--- config.mk ---
export PLATFORM = sky130hd
export DESIGN_NAME = radial_light_tile_shader_flat
export DESIGN_NICKNAME = d
export VERILOG_FILES = /design/src/design/rlts_pkg.sv /design/src/design/rlts_if.sv /design/src/design/rlts_isqrt.sv /design/src/design/rlts_div.sv /design/src/design/radial_light_tile_shader.sv /design/src/flat_wrapper.sv
export SDC_FILE = /design/constraint.sdc
export NUM_CORES = 2
export LEC_CHECK = 0
export BUFFER_PORTS_ARGS = -buffer_cell sky130_fd_sc_hd__buf_2
export CORE_MARGIN = 8
export CORE_UTILIZATION = 52
export CTS_BUF_LIST = sky130_fd_sc_hd__clkbuf_4
export DETAILED_ROUTE_END_ITERATION = 7
export GPL_TIMING_DRIVEN = 0
export PLACE_DENSITY = 0.66
export SYNTH_ARGS = -nofsm -noshare
export SYNTH_HDL_FRONTEND = slang
export SYNTH_SLANG_ARGS = --single-unit
--- constraint.sdc ---
create_clock -name i_clk -period 58 [get_ports i_clk]
set_clock_uncertainty 0.2 [all_clocks]
set_input_delay 8.7 -clock i_clk [delete_from_list [all_inputs] [get_ports i_clk]]
set_output_delay 8.7 -clock i_clk [all_outputs]
set_load 0.02 [all_outputs]
--- src/design/rlts_pkg.sv ---
// ----------------------------------------------------------------------------
// rlts_pkg
// Shared widths, stage counts and step functions for the radial light shader.
// ----------------------------------------------------------------------------
package rlts_pkg;

    localparam int COORD_BITS_DEF = 12;

    localparam int TILE_W  = 11;
    localparam int POS_W   = 13;
    localparam int RANGE_W = 12;
    localparam int COL_W   = 8;
    localparam int IDX_W   = 8;
    localparam int CFG_W   = 13;

    localparam int DIFF_W = 14;
    localparam int ABS_W  = 13;
    localparam int SQ_W   = 26;
    localparam int SUM_W  = 27;

    localparam int RAD_W       = 36;
    localparam int ROOT_W      = 18;
    localparam int REM_W       = 20;
    localparam int SQRT_STAGES = 9;

    localparam int DEN_W      = 16;
    localparam int PROD_W     = 24;
    localparam int QUO_W      = 8;
    localparam int DIV_STAGES = 4;

    // register indexes
    localparam logic [IDX_W-1:0] REG_LIGHT_X     = 8'd0;
    localparam logic [IDX_W-1:0] REG_LIGHT_Y     = 8'd1;
    localparam logic [IDX_W-1:0] REG_LIGHT_RANGE = 8'd2;
    localparam logic [IDX_W-1:0] REG_LIGHT_RED   = 8'd3;
    localparam logic [IDX_W-1:0] REG_LIGHT_GREEN = 8'd4;
    localparam logic [IDX_W-1:0] REG_LIGHT_BLUE  = 8'd5;
    localparam logic [IDX_W-1:0] REG_LIGHT_BRT   = 8'd6;
    localparam logic [IDX_W-1:0] REG_DEF_ALPHA   = 8'd7;

    localparam logic [COL_W-1:0] DEF_ALPHA_RST = 8'd200;
    localparam logic [COL_W-1:0] COL_MAX       = 8'd255;

    typedef struct packed {
        logic [RAD_W-1:0]  rad;
        logic [REM_W-1:0]  rem;
        logic [ROOT_W-1:0] root;
    } t_sqrt_st;

    typedef struct packed {
        logic [PROD_W-1:0] rem;
        logic [QUO_W-1:0]  quo;
    } t_div_st;

    // two root bits per call
    function automatic t_sqrt_st sqrt_step(input t_sqrt_st s);
        t_sqrt_st         n;
        logic [REM_W-1:0] trial;
        n = s;
        for (int j = 0; j < 2; j++) begin
            n.rem = {n.rem[REM_W-3:0], n.rad[RAD_W-1 -: 2]};
            n.rad = {n.rad[RAD_W-3:0], 2'b00};
            trial = {n.root, 2'b01};
            if (n.rem >= trial) begin
                n.rem  = n.rem - trial;
                n.root = {n.root[ROOT_W-2:0], 1'b1};
            end else begin
                n.root = {n.root[ROOT_W-2:0], 1'b0};
            end
        end
        return n;
    endfunction

    // two quotient bits per call, starting at bit hi
    function automatic t_div_st div_step(input t_div_st s, input logic [DEN_W-1:0] den,
                                         input logic [2:0] hi);
        t_div_st           n;
        logic [PROD_W-1:0] sh;
        logic [2:0]        b;
        n = s;
        for (int j = 0; j < 2; j++) begin
            b  = hi - 3'(j);
            sh = {{(PROD_W-DEN_W){1'b0}}, den} << b;
            if (n.rem >= sh) begin
                n.rem    = n.rem - sh;
                n.quo[b] = 1'b1;
            end
        end
        return n;
    endfunction

endpackage

--- src/design/rlts_if.sv ---
// ----------------------------------------------------------------------------
// rlts_if
// Handshake channels of the radial light shader: tile in, shade out, config.
// ----------------------------------------------------------------------------
interface rlts_in_if;
    logic                         valid;
    logic                         ready;
    logic [rlts_pkg::TILE_W-1:0] tile_x;
    logic [rlts_pkg::TILE_W-1:0] tile_y;
    modport source (output valid, output tile_x, output tile_y, input ready);
    modport sink   (input valid, input tile_x, input tile_y, output ready);
endinterface

interface rlts_out_if;
    logic                        valid;
    logic                        ready;
    logic [rlts_pkg::COL_W-1:0] out_red;
    logic [rlts_pkg::COL_W-1:0] out_green;
    logic [rlts_pkg::COL_W-1:0] out_blue;
    logic [rlts_pkg::COL_W-1:0] out_alpha;
    logic                        in_light;
    modport source (output valid, output out_red, output out_green, output out_blue,
                    output out_alpha, output in_light, input ready);
    modport sink   (input valid, input out_red, input out_green, input out_blue,
                    input out_alpha, input in_light, output ready);
endinterface

interface rlts_cfg_if;
    logic                        valid;
    logic                        ready;
    logic [rlts_pkg::IDX_W-1:0] index;
    logic [rlts_pkg::CFG_W-1:0] data;
    modport source (output valid, output index, output data, input ready);
    modport sink   (input valid, input index, input data, output ready);
endinterface

--- src/design/rlts_isqrt.sv ---
// ----------------------------------------------------------------------------
// rlts_isqrt
// Pipelined integer square root, two root bits per stage.
// ----------------------------------------------------------------------------
module rlts_isqrt (
    input  logic                            i_clk,
    input  logic                            i_en,
    input  logic [rlts_pkg::RAD_W-1:0]      i_rad,
    output logic [rlts_pkg::ROOT_W-1:0]     o_root
);

    rlts_pkg::t_sqrt_st w_prev [rlts_pkg::SQRT_STAGES];
    rlts_pkg::t_sqrt_st r_st   [rlts_pkg::SQRT_STAGES];

    assign w_prev[0] = '{rad: i_rad, rem: '0, root: '0};

    for (genvar k = 0; k < rlts_pkg::SQRT_STAGES; k++) begin : g_stage
        if (k > 0) begin : g_link
            assign w_prev[k] = r_st[k-1];
        end
        always_ff @(posedge i_clk) begin
            if (i_en) begin
                r_st[k] <= rlts_pkg::sqrt_step(w_prev[k]);
            end
        end
    end

    assign o_root = r_st[rlts_pkg::SQRT_STAGES-1].root;

endmodule

--- src/design/rlts_div.sv ---
// ----------------------------------------------------------------------------
// rlts_div
// Pipelined restoring divider, 8-bit quotient, two bits per stage.
// ----------------------------------------------------------------------------
module rlts_div (
    input  logic                           i_clk,
    input  logic                           i_en,
    input  logic [rlts_pkg::PROD_W-1:0]    i_num,
    input  logic [rlts_pkg::DEN_W-1:0]     i_den,
    output logic [rlts_pkg::QUO_W-1:0]     o_quo,
    output logic                           o_rem_nz
);

    rlts_pkg::t_div_st w_prev [rlts_pkg::DIV_STAGES];
    rlts_pkg::t_div_st r_st   [rlts_pkg::DIV_STAGES];

    assign w_prev[0] = '{rem: i_num, quo: '0};

    for (genvar k = 0; k < rlts_pkg::DIV_STAGES; k++) begin : g_stage
        if (k > 0) begin : g_link
            assign w_prev[k] = r_st[k-1];
        end
        always_ff @(posedge i_clk) begin
            if (i_en) begin
                r_st[k] <= rlts_pkg::div_step(w_prev[k], i_den,
                                              3'(rlts_pkg::QUO_W - 1 - 2 * k));
            end
        end
    end

    assign o_quo    = r_st[rlts_pkg::DIV_STAGES-1].quo;
    assign o_rem_nz = |r_st[rlts_pkg::DIV_STAGES-1].rem;

endmodule

--- src/design/radial_light_tile_shader.sv ---
// ----------------------------------------------------------------------------
// radial_light_tile_shader
// Shades screen tiles with a single light of linear radial falloff.
// ----------------------------------------------------------------------------
// One tile is taken per clock while the output is not stalled; the pipeline
// depth is three stages of distance and squaring, nine of square root (two
// root bits each), one compare, one multiply, four of division (two quotient
// bits each) and the output register. The whole pipeline advances together
// whenever the output register is empty or its contents are being taken, so a
// stall on the output holds every stage. Registers are written through the
// config channel only while no tile is in flight; the user must keep to this,
// the block itself does not enforce it. They are read live by the stages.
module radial_light_tile_shader #(
    parameter int COORD_BITS = rlts_pkg::COORD_BITS_DEF
) (
    input  logic              i_clk,
    input  logic              i_rst_n,
    rlts_in_if.sink           i_tile,
    rlts_out_if.source        o_shade,
    rlts_cfg_if.sink          i_cfg
);

    localparam int LAT = 3 + rlts_pkg::SQRT_STAGES + 2 + rlts_pkg::DIV_STAGES + 1;
    localparam logic [rlts_pkg::RANGE_W-1:0] RANGE_MASK =
        rlts_pkg::RANGE_W'((64'd1 << COORD_BITS) - 64'd1);

    function automatic logic signed [rlts_pkg::DIFF_W-1:0] DIFF_W_SEXT(
        input logic signed [rlts_pkg::POS_W-1:0] v);
        return {v[rlts_pkg::POS_W-1], v};
    endfunction

    // configuration registers
    logic signed [rlts_pkg::POS_W-1:0]   r_light_x;
    logic signed [rlts_pkg::POS_W-1:0]   r_light_y;
    logic        [rlts_pkg::RANGE_W-1:0] r_range;
    logic        [rlts_pkg::COL_W-1:0]   r_red, r_green, r_blue, r_brt, r_def_alpha;

    assign i_cfg.ready = 1'b1;

    always_ff @(posedge i_clk) begin
        if (!i_rst_n) begin
            r_light_x   <= '0;
            r_light_y   <= '0;
            r_range     <= '0;
            r_red       <= '0;
            r_green     <= '0;
            r_blue      <= '0;
            r_brt       <= '0;
            r_def_alpha <= rlts_pkg::DEF_ALPHA_RST;
        end else if (i_cfg.valid) begin
            unique case (i_cfg.index)
                rlts_pkg::REG_LIGHT_X:     r_light_x   <= i_cfg.data;
                rlts_pkg::REG_LIGHT_Y:     r_light_y   <= i_cfg.data;
                rlts_pkg::REG_LIGHT_RANGE: r_range     <= i_cfg.data[11:0] & RANGE_MASK;
                rlts_pkg::REG_LIGHT_RED:   r_red       <= i_cfg.data[7:0];
                rlts_pkg::REG_LIGHT_GREEN: r_green     <= i_cfg.data[7:0];
                rlts_pkg::REG_LIGHT_BLUE:  r_blue      <= i_cfg.data[7:0];
                rlts_pkg::REG_LIGHT_BRT:   r_brt       <= i_cfg.data[7:0];
                rlts_pkg::REG_DEF_ALPHA:   r_def_alpha <= i_cfg.data[7:0];
                default: ; // drop writes beyond the register list
            endcase
        end
    end

    // global advance: move everything when the output slot frees up
    logic           w_en;
    logic [LAT-1:0] r_valid;

    assign w_en         = !r_valid[LAT-1] || o_shade.ready;
    assign i_tile.ready = w_en;

    always_ff @(posedge i_clk) begin
        if (!i_rst_n) begin
            r_valid <= '0;
        end else if (w_en) begin
            r_valid <= {r_valid[LAT-2:0], i_tile.valid};
        end
    end

    // radius scaled by 16 to match the four fraction bits of the root
    logic [rlts_pkg::DEN_W-1:0] w_r16;
    assign w_r16 = {r_range, 4'b0000};

    // stage 1: absolute offsets
    logic signed [rlts_pkg::DIFF_W-1:0] w_dx, w_dy;
    logic [rlts_pkg::ABS_W-1:0]         r_adx, r_ady;

    assign w_dx = $signed({3'b000, i_tile.tile_x}) - DIFF_W_SEXT(r_light_x);
    assign w_dy = $signed({3'b000, i_tile.tile_y}) - DIFF_W_SEXT(r_light_y);

    // stage 2: squares; stage 3: sum scaled by 256
    logic [rlts_pkg::SQ_W-1:0]  r_sqx, r_sqy;
    logic [rlts_pkg::RAD_W-1:0] r_rad;
    logic [rlts_pkg::DIFF_W-1:0] w_adx_full, w_ady_full;

    assign w_adx_full = w_dx[rlts_pkg::DIFF_W-1] ? 14'(-w_dx) : 14'(w_dx);
    assign w_ady_full = w_dy[rlts_pkg::DIFF_W-1] ? 14'(-w_dy) : 14'(w_dy);

    always_ff @(posedge i_clk) begin
        if (w_en) begin
            r_adx <= w_adx_full[rlts_pkg::ABS_W-1:0];
            r_ady <= w_ady_full[rlts_pkg::ABS_W-1:0];
            r_sqx <= r_adx * r_adx;
            r_sqy <= r_ady * r_ady;
            r_rad <= {1'b0, rlts_pkg::SUM_W'(r_sqx) + rlts_pkg::SUM_W'(r_sqy), 8'h00};
        end
    end

    // distance in 1/16 pixel
    logic [rlts_pkg::ROOT_W-1:0] w_d16;

    rlts_isqrt u_isqrt (
        .i_clk  (i_clk),
        .i_en   (w_en),
        .i_rad  (r_rad),
        .o_root (w_d16)
    );

    // compare against range, then scale each channel by the remaining distance
    logic                         r_lit, r_lit_p;
    logic [rlts_pkg::DEN_W-1:0]   r_num;
    logic [rlts_pkg::PROD_W-1:0]  r_prod [4];
    logic                         r_lit_d [rlts_pkg::DIV_STAGES];

    always_ff @(posedge i_clk) begin
        if (w_en) begin
            r_lit     <= (w_d16 < rlts_pkg::ROOT_W'(w_r16));
            r_num     <= w_r16 - w_d16[rlts_pkg::DEN_W-1:0];
            r_prod[0] <= r_red   * r_num;
            r_prod[1] <= r_green * r_num;
            r_prod[2] <= r_blue  * r_num;
            r_prod[3] <= r_brt   * r_num;
            r_lit_p   <= r_lit;
            r_lit_d[0] <= r_lit_p;
            for (int k = 1; k < rlts_pkg::DIV_STAGES; k++) begin
                r_lit_d[k] <= r_lit_d[k-1];
            end
        end
    end

    logic [rlts_pkg::QUO_W-1:0] w_quo    [4];
    logic                       w_rem_nz [4];

    for (genvar c = 0; c < 4; c++) begin : g_div
        rlts_div u_div (
            .i_clk    (i_clk),
            .i_en     (w_en),
            .i_num    (r_prod[c]),
            .i_den    (w_r16),
            .o_quo    (w_quo[c]),
            .o_rem_nz (w_rem_nz[c])
        );
    end

    // alpha: 255 minus the rounded-up brightness share, capped at the default
    logic [rlts_pkg::COL_W:0]   w_bq;
    logic [rlts_pkg::COL_W:0]   w_alpha_raw;
    logic [rlts_pkg::COL_W-1:0] w_alpha;
    logic                       w_lit;

    assign w_lit       = r_lit_d[rlts_pkg::DIV_STAGES-1];
    assign w_bq        = {1'b0, w_quo[3]} + 9'(w_rem_nz[3]);
    assign w_alpha_raw = {1'b0, rlts_pkg::COL_MAX} - w_bq;
    assign w_alpha     = (w_alpha_raw > {1'b0, r_def_alpha}) ? r_def_alpha
                                                             : w_alpha_raw[7:0];

    logic [rlts_pkg::COL_W-1:0] r_o_red, r_o_green, r_o_blue, r_o_alpha;
    logic                       r_o_lit;

    always_ff @(posedge i_clk) begin
        if (w_en) begin
            r_o_red   <= w_lit ? w_quo[0] : '0;
            r_o_green <= w_lit ? w_quo[1] : '0;
            r_o_blue  <= w_lit ? w_quo[2] : '0;
            r_o_alpha <= w_lit ? w_alpha  : r_def_alpha;
            r_o_lit   <= w_lit;
        end
    end

    assign o_shade.valid     = r_valid[LAT-1];
    assign o_shade.out_red   = r_o_red;
    assign o_shade.out_green = r_o_green;
    assign o_shade.out_blue  = r_o_blue;
    assign o_shade.out_alpha = r_o_alpha;
    assign o_shade.in_light  = r_o_lit;

    // unlit tiles are black at the default alpha
    a_unlit_black: assert property (@(posedge i_clk) disable iff (!i_rst_n)
        o_shade.valid && !o_shade.in_light |->
            o_shade.out_red == '0 && o_shade.out_green == '0 &&
            o_shade.out_blue == '0 && o_shade.out_alpha == r_def_alpha)
        else $error("unlit tile not black at default alpha");

    // lit alpha never exceeds the cap
    a_alpha_cap: assert property (@(posedge i_clk) disable iff (!i_rst_n)
        o_shade.valid && o_shade.in_light |-> o_shade.out_alpha <= r_def_alpha)
        else $error("lit alpha above default alpha");

    // a zero range lights nothing
    a_zero_range: assert property (@(posedge i_clk) disable iff (!i_rst_n)
        o_shade.valid && o_shade.in_light |-> r_range != '0)
        else $error("tile lit with zero range");

    // a stall freezes the valid chain
    a_stall_hold: assert property (@(posedge i_clk) disable iff (!i_rst_n)
        !w_en |=> $stable(r_valid))
        else $error("pipeline moved during stall");

endmodule

--- src/flat_wrapper.sv ---
// flat-port wrapper written by rule: the top's interface ports become plain ports
module radial_light_tile_shader_flat 
#(
    parameter int COORD_BITS = rlts_pkg::COORD_BITS_DEF
)
  (i_clk, i_rst_n, i_tile_valid, i_tile_tile_x, i_tile_tile_y, i_tile_ready, o_shade_valid, o_shade_out_red, o_shade_out_green, o_shade_out_blue, o_shade_out_alpha, o_shade_in_light, o_shade_ready, i_cfg_valid, i_cfg_index, i_cfg_data, i_cfg_ready);
  rlts_in_if i_tile_i ();
  rlts_out_if o_shade_i ();
  rlts_cfg_if i_cfg_i ();
  input  logic i_clk;
  input  logic i_rst_n;
  input wire logic [$bits(i_tile_i.valid)-1:0] i_tile_valid;
  input wire logic [$bits(i_tile_i.tile_x)-1:0] i_tile_tile_x;
  input wire logic [$bits(i_tile_i.tile_y)-1:0] i_tile_tile_y;
  output wire logic [$bits(i_tile_i.ready)-1:0] i_tile_ready;
  output wire logic [$bits(o_shade_i.valid)-1:0] o_shade_valid;
  output wire logic [$bits(o_shade_i.out_red)-1:0] o_shade_out_red;
  output wire logic [$bits(o_shade_i.out_green)-1:0] o_shade_out_green;
  output wire logic [$bits(o_shade_i.out_blue)-1:0] o_shade_out_blue;
  output wire logic [$bits(o_shade_i.out_alpha)-1:0] o_shade_out_alpha;
  output wire logic [$bits(o_shade_i.in_light)-1:0] o_shade_in_light;
  input wire logic [$bits(o_shade_i.ready)-1:0] o_shade_ready;
  input wire logic [$bits(i_cfg_i.valid)-1:0] i_cfg_valid;
  input wire logic [$bits(i_cfg_i.index)-1:0] i_cfg_index;
  input wire logic [$bits(i_cfg_i.data)-1:0] i_cfg_data;
  output wire logic [$bits(i_cfg_i.ready)-1:0] i_cfg_ready;
  assign i_tile_i.valid = i_tile_valid;
  assign i_tile_i.tile_x = i_tile_tile_x;
  assign i_tile_i.tile_y = i_tile_tile_y;
  assign i_tile_ready = i_tile_i.ready;
  assign o_shade_valid = o_shade_i.valid;
  assign o_shade_out_red = o_shade_i.out_red;
  assign o_shade_out_green = o_shade_i.out_green;
  assign o_shade_out_blue = o_shade_i.out_blue;
  assign o_shade_out_alpha = o_shade_i.out_alpha;
  assign o_shade_in_light = o_shade_i.in_light;
  assign o_shade_i.ready = o_shade_ready;
  assign i_cfg_i.valid = i_cfg_valid;
  assign i_cfg_i.index = i_cfg_index;
  assign i_cfg_i.data = i_cfg_data;
  assign i_cfg_ready = i_cfg_i.ready;
  radial_light_tile_shader #(.COORD_BITS(COORD_BITS)) u_core (.i_clk(i_clk), .i_rst_n(i_rst_n), .i_tile(i_tile_i), .o_shade(o_shade_i), .i_cfg(i_cfg_i));
endmodule
Word-level counts from Yosys, hierarchy flattened
Memories as Yosys holds them, arrays and structs flattened. A register that Yosys moved wholly into a read port is not among the register bits.
Index checks and enable logic that the tools add are counted.
Widths: inputs -> output; s select.
{"block": "word_totals", "ramBits": 1242, "wordCells": 362, "reg_bits": 229, "memories": 7, "output_inout_bits": 36}
{"block": "op_classes", "n_eq_ne": 7, "mul": 6, "n_lt_le_gt_ge": 52, "muxes": 198, "reduce_logical": 15, "n_addsub": 58}
{"memory": "u_core.u_isqrt.r_st", "words": 9, "width": 70, "read_ports": 9, "rd_clocked_by_memory_dff": 0, "write_ports": 9, "line": "rlts_isqrt.sv:13", "rtl": "rlts_pkg::t_sqrt_st r_st [rlts_pkg::SQRT_STAGES];"}
{"memory": "u_core.g_div[0].u_div.r_st", "words": 4, "width": 32, "read_ports": 4, "rd_clocked_by_memory_dff": 1, "write_ports": 4, "line": "rlts_div.sv:15", "rtl": "rlts_pkg::t_div_st r_st [rlts_pkg::DIV_STAGES];"}
{"memory": "u_core.g_div[1].u_div.r_st", "words": 4, "width": 32, "read_ports": 4, "rd_clocked_by_memory_dff": 1, "write_ports": 4, "line": "rlts_div.sv:15"}
{"memory": "u_core.g_div[2].u_div.r_st", "words": 4, "width": 32, "read_ports": 4, "rd_clocked_by_memory_dff": 1, "write_ports": 4, "line": "rlts_div.sv:15"}
{"memory": "u_core.g_div[3].u_div.r_st", "words": 4, "width": 32, "read_ports": 4, "rd_clocked_by_memory_dff": 0, "write_ports": 4, "line": "rlts_div.sv:15"}
{"memory": "u_core.r_prod", "words": 4, "width": 24, "read_ports": 4, "rd_clocked_by_memory_dff": 0, "write_ports": 4, "line": "radial_light_tile_shader.sv:122", "rtl": "logic [rlts_pkg::PROD_W-1:0] r_prod [4];"}
{"memory": "1 more memories"}
{"operator": "$mux 24", "n": 56}
{"operator": "$mux 18", "n": 36}
{"operator": "$mux 20", "n": 18}
{"operator": "$ge 20x20->1", "n": 17}
{"operator": "$mux 25", "n": 8}
{"operator": "$sub 20x20->20", "n": 9}
{"operator": "$sub 18x18->18", "n": 8}
{"operator": "$ge 24x16->1", "n": 4}
{"operator": "$ge 24x17->1", "n": 4}
{"operator": "$ge 24x18->1", "n": 4}
{"operator": "$ge 24x19->1", "n": 4}
{"operator": "$ge 24x20->1", "n": 4}
{"operator": "$ge 24x21->1", "n": 4}
{"operator": "$ge 24x22->1", "n": 4}
{"operator": "$ge 24x23->1", "n": 4}
{"operator": "$mul 8x16->24", "n": 4}
{"operator": "$sub 24x16->24", "n": 4}
{"operator": "$sub 24x17->24", "n": 4}
{"operator": "$sub 24x18->24", "n": 4}
{"operator": "$sub 24x19->24", "n": 4}
{"operator": "$sub 24x20->24", "n": 4}
{"operator": "$sub 24x21->24", "n": 4}
{"operator": "$sub 24x22->24", "n": 4}
{"operator": "$sub 24x23->24", "n": 4}
{"operator": "22 further kinds", "n": 116}

Logic depth before layout (Yosys ltp)
An unclocked memory read counts as a cell.
{"block": "logic_depth", "ltp_word": 7, "ltp_mapped": 28, "ltp_nobuf": 25}

Cells and area by module
A second synthesis with hierarchy kept.
{"block": "hier_totals", "hier_cells": 11787, "area_unflattened_um2": 112704.3}
{"module": "radial_light_tile_shader", "instances": 1, "cells_per_inst": 4155, "area_per_inst_um2": 40491.3}
{"module": "rlts_div at u_core.g_div[2].u_div ...", "instances": 2, "cells_per_inst": 1345, "area_per_inst_um2": 12125.4}
{"module": "rlts_isqrt", "instances": 1, "cells_per_inst": 2223, "area_per_inst_um2": 23645.2}
{"module": "rlts_div at u_core.g_div[0].u_div", "instances": 1, "cells_per_inst": 1364, "area_per_inst_um2": 12334.3}
{"module": "rlts_div at u_core.g_div[1].u_div", "instances": 1, "cells_per_inst": 1355, "area_per_inst_um2": 11982.7}

Worst setup path before layout
OpenSTA, ideal clock, no wires.
{"block": "synth_path", "kind": "input port to output port", "start": "input port o_shade_ready", "end": "output port i_tile_ready", "arrival_ps": 34735, "required_time_ps": 49100, "cell_stages": 3, "path_slack_ps": 14365, "path_buffers": 1, "path_cell_list": "nor2b_1 > clkinv_1 > clkbuf_1"}
{"block": "synth_between", "elab_chain_cells": 1}
{"item": "start: declaration", "line": "flat_wrapper.sv:22", "rtl": "input wire logic [$bits(o_shade_i.ready)-1:0] o_shade_ready;"}
{"item": "$logic_or 1x1->1", "line": "radial_light_tile_shader.sv:69", "rtl": "assign w_en = !r_valid[LAT-1] || o_shade.ready;"}
{"item": "end: declaration", "line": "flat_wrapper.sv:15", "rtl": "output wire logic [$bits(i_tile_i.ready)-1:0] i_tile_ready;"}
Every way passes these cells.

Worst setup path in the final report
Same ends and word-level chain as after synthesis.

==> impl_metrics.ini <==
[grt]
grt_remaining_overflow = 0
antenna_found_initial = 16
grt_max_degree = 75
grt_usage_pct = 23.9
grt_pass1_vias = 71209
grt_pass1_wl_um = 374000

[clock_network]
root_buffer = clkbuf_4
cts_tree = done
numCtsBuffers = 312
clk_latency_ns = 1.32
post_cts_buffers = 0
htree_num_levels = 5
clockBufferDepth = 4
cts.clk_slew.worst_paths_ns = 0.06
cts_resized = 0
cts_num_sinks = 1047
cts_hold_buf = 0

[power]
powerDensity_nw_per_um2 = 51.6
power_leakage_nw = 46.5
power_mw = 5.25
vdd_drop_max_uv = 127

[drt]
drc_errors = 0
drt-pass1-iter-count = 6
vias = 70789
viasPerCell = 5.60
drtIter0Drc = 4471
ant_nets = 0
post_drt_wl_per_cell_um = 18.6
wirelength_um = 235000

[floorplanning]
die_y_um = 441
start_util_pct = 52.1
io_pins = 84
die-width_um = 441
core_um2 = 180000
die-area_um2 = 195000
core.rowCount = 156

[placement]
place_area_um2 = 97900
place_congestion = 0.924
portBuffers = 72
dp.cells = 12095
place_ws_ns = 38.13
dp_hpwl_um = 182000

[min_path]
hold_path_end = u_core.u_isqrt.r_st[0][136]
hp-class = register to register
holdPathStages = 0
min_from = u_core.u_isqrt.r_st[0][62]

[sta]
rsz0062_at_grt = no
final-hold-violation-count = 0
timing.setup.tns_ns = 0
fmax_mhz = 50.4
setup_slack_ns = 38.16
period_minus_slack_ns = 19.84
hold_ws_ns = 0.180
drv_slew = 0
slew-limit-headroom_pct = 2.84
timing.final.crit_share_pct = 34.2
setup_violations = 0
tightest_slew_ns = 1.46

[setup_path]
crit_arrival_ns = 10.94
reg2regPathDepth = 24
cp_max_fo = 67
r2r_start = u_core.r_range[1]
rr_endpoint = u_core.g_div[1].u_div.r_st[2][16]
critical_path_class = input port to output pin
cp.required_ns = 49.10
rrSetupSlack_ns = 49.83
crit_path_start_kind = input port
cp-end-kind = output pin

[job]
maxCapViolations = 0

[cells_and_area]
final-seq-area_um2 = 30500
finalNonFillerCells = 12632
drive_gt1_share_pct = 8.37
layout.nets = 11607
fin_util_pct = 56.5
fill_cells = 15822
syn_to_final_growth_pct = 8.34
final_cell_area_um2 = 102000
multi_input_area_um2 = 58000

[synth]
syn-num-nets = 11195
synth_edf_count = 950
yosys_warnings = 0
synth_seq_area_share_pct = 32.4
synth_cell_types = 96
synth_seq_cells = 1047
synth_flop_cell = edfxtp_1
synth_async_sr_flop_share_pct = 0
syn-mean-instance-area_um2 = 9.76
netlist_area_um2 = 94000
synth_cells = 9627

[status]
status = complete, no violations
## critical path, stage by stage
cell and delay (ns):
buf_2 0.08, nor2b_1 0.04, clkinv_1 0.15, clkbuf_4 0.59, buf_16 0.36, buf_12 0.29
buf_16 0.33, buf_2 0.24
## how the worst max path moves through the flow
stage	start	end	slack (ns)	cells after the start
after global routing	o_shade_ready	i_tile_ready	37.98	8
after floorplan	o_shade_ready	i_tile_ready	14.37	3
after detailed placement	o_shade_ready	i_tile_ready	38.13	8
after global placement	o_shade_ready	i_tile_ready	1.11	5
final	o_shade_ready	i_tile_ready	38.16	8
after CTS	o_shade_ready	i_tile_ready	38.13	8
## cells in the mapped netlist (27+ instances only)
cell | n | area [µm²]
inv_1 | 1207 | 4530
ha_1 | 960 | 12000
edfxtp_1 | 950 | 28500
nand2_1 | 815 | 3060
a21oi_1 | 587 | 2940
nor2_1 | 567 | 2130
fa_1 | 560 | 11200
xnor2_1 | 463 | 4060
and2_1 | 409 | 2560
o21ai_0 | 390 | 1950
a21o_1 | 231 | 1730
nor2b_1 | 214 | 1340
clkbuf_1 | 210 | 788
xor2_1 | 186 | 1630
mux2_2 | 182 | 2050
nor3_1 | 155 | 776
mux2i_1 | 144 | 1440
nand3_1 | 109 | 546
nand4_1 | 103 | 644
dfxtp_1 | 97 | 1940
o21a_1 | 97 | 728
nand2b_1 | 91 | 569
nor4_1 | 77 | 482
a21boi_0 | 71 | 533
or3_1 | 67 | 419
o21bai_1 | 62 | 465
and3_1 | 49 | 307
o31ai_1 | 46 | 345
a211oi_1 | 44 | 330
a31oi_1 | 41 | 257
or2_2 | 35 | 219
or4_1 | 35 | 263
a31o_2 | 30 | 263
o211ai_1 | 27 | 203
## registers in the layout, summed over array words and instances (netlist names), 8 cells and up
name                      count
u_core.r_blue                 8
u_core.r_range               12
u_core.u_isqrt.r_st         304
u_core.r_def_alpha            8
u_core.o_shade.out_alpha      8
u_core.r_light_x             13
u_core.r_brt                  8
u_core.r_red                  8
u_core.r_adx                 13
u_core.r_light_y             13
u_core.r_sqy                 25
u_core.r_green                8
u_core.r_num                 16
u_core.g_div.u_div.r_st     392
u_core.r_ady                 13
u_core.o_shade.out_blue       8
u_core.r_sqx                 25
u_core.o_shade.out_green      8
u_core.o_shade.out_red        8
u_core.r_prod                96
u_core.r_valid               19
u_core.r_rad                 27
## per-layer routing
metal  wire length (µm)  global-route usage, %  share of wire [%]
met5                 34                      0              0.014
met4              10900                   10.6                4.6
met3              12300                   3.96                5.3
met2             111000                   40.1                 47
met1             101000                   30.5                 43
## cell usage in the layout, fill, tap and decap left out, types with 91 or more instances in the layout
master / count
nor3_1: 155
fa_1: 560
inv_1: 1196
edfxtp_1: 950
nand2_1: 815
nand2b_1: 91
nand4_1: 103
o21ai_0: 390
clkbuf_4: 414
a21o_1: 231
mux2_2: 182
and2_1: 409
xor2_1: 186
clkbuf_1: 209
o21a_1: 97
xnor2_1: 463
nor2_1: 567
nand3_1: 109
dfxtp_1: 95
mux2i_1: 144
a21oi_1: 587
ha_1: 960
nor2b_1: 214
## power breakdown
| part | switching, mW | internal, mW |
|---|---|---|
| registers | 0.114 | 1.17 |
| logic | 1.85 | 1.41 |
| clock network | 0.330 | 0.380 |
| total | 2.29 | 2.96 |
## logic make-up (layout without fill, tap and decap cells)
kind of cell	after synthesis	count (layout)	share of synthesized area, %
compound gates	1800	1800	12.0
other cells	1	14	0.00399
flops	1047	1047	32.4
fa+ha+maj	1520	1520	24.7
mux	327	327	3.73
xor+xnor	649	649	6.05
simple gates	2834	2834	15.2
buf+inv	1449	2071	5.83
## cell type report
type | count | area share, %
clock inverters | 111 | 0.731
repair buffers | 98 | 0.961
flip-flops and latches | 1047 | 29.9
clock buffers | 413 | 3.05
inverters | 1214 | 4.48
diodes | 13 | 0.0320
well taps | 2370 | 2.91
multi-input cells | 7131 | 57.0
plain buffers | 235 | 0.908
Power figures use the tool's default switching activity.
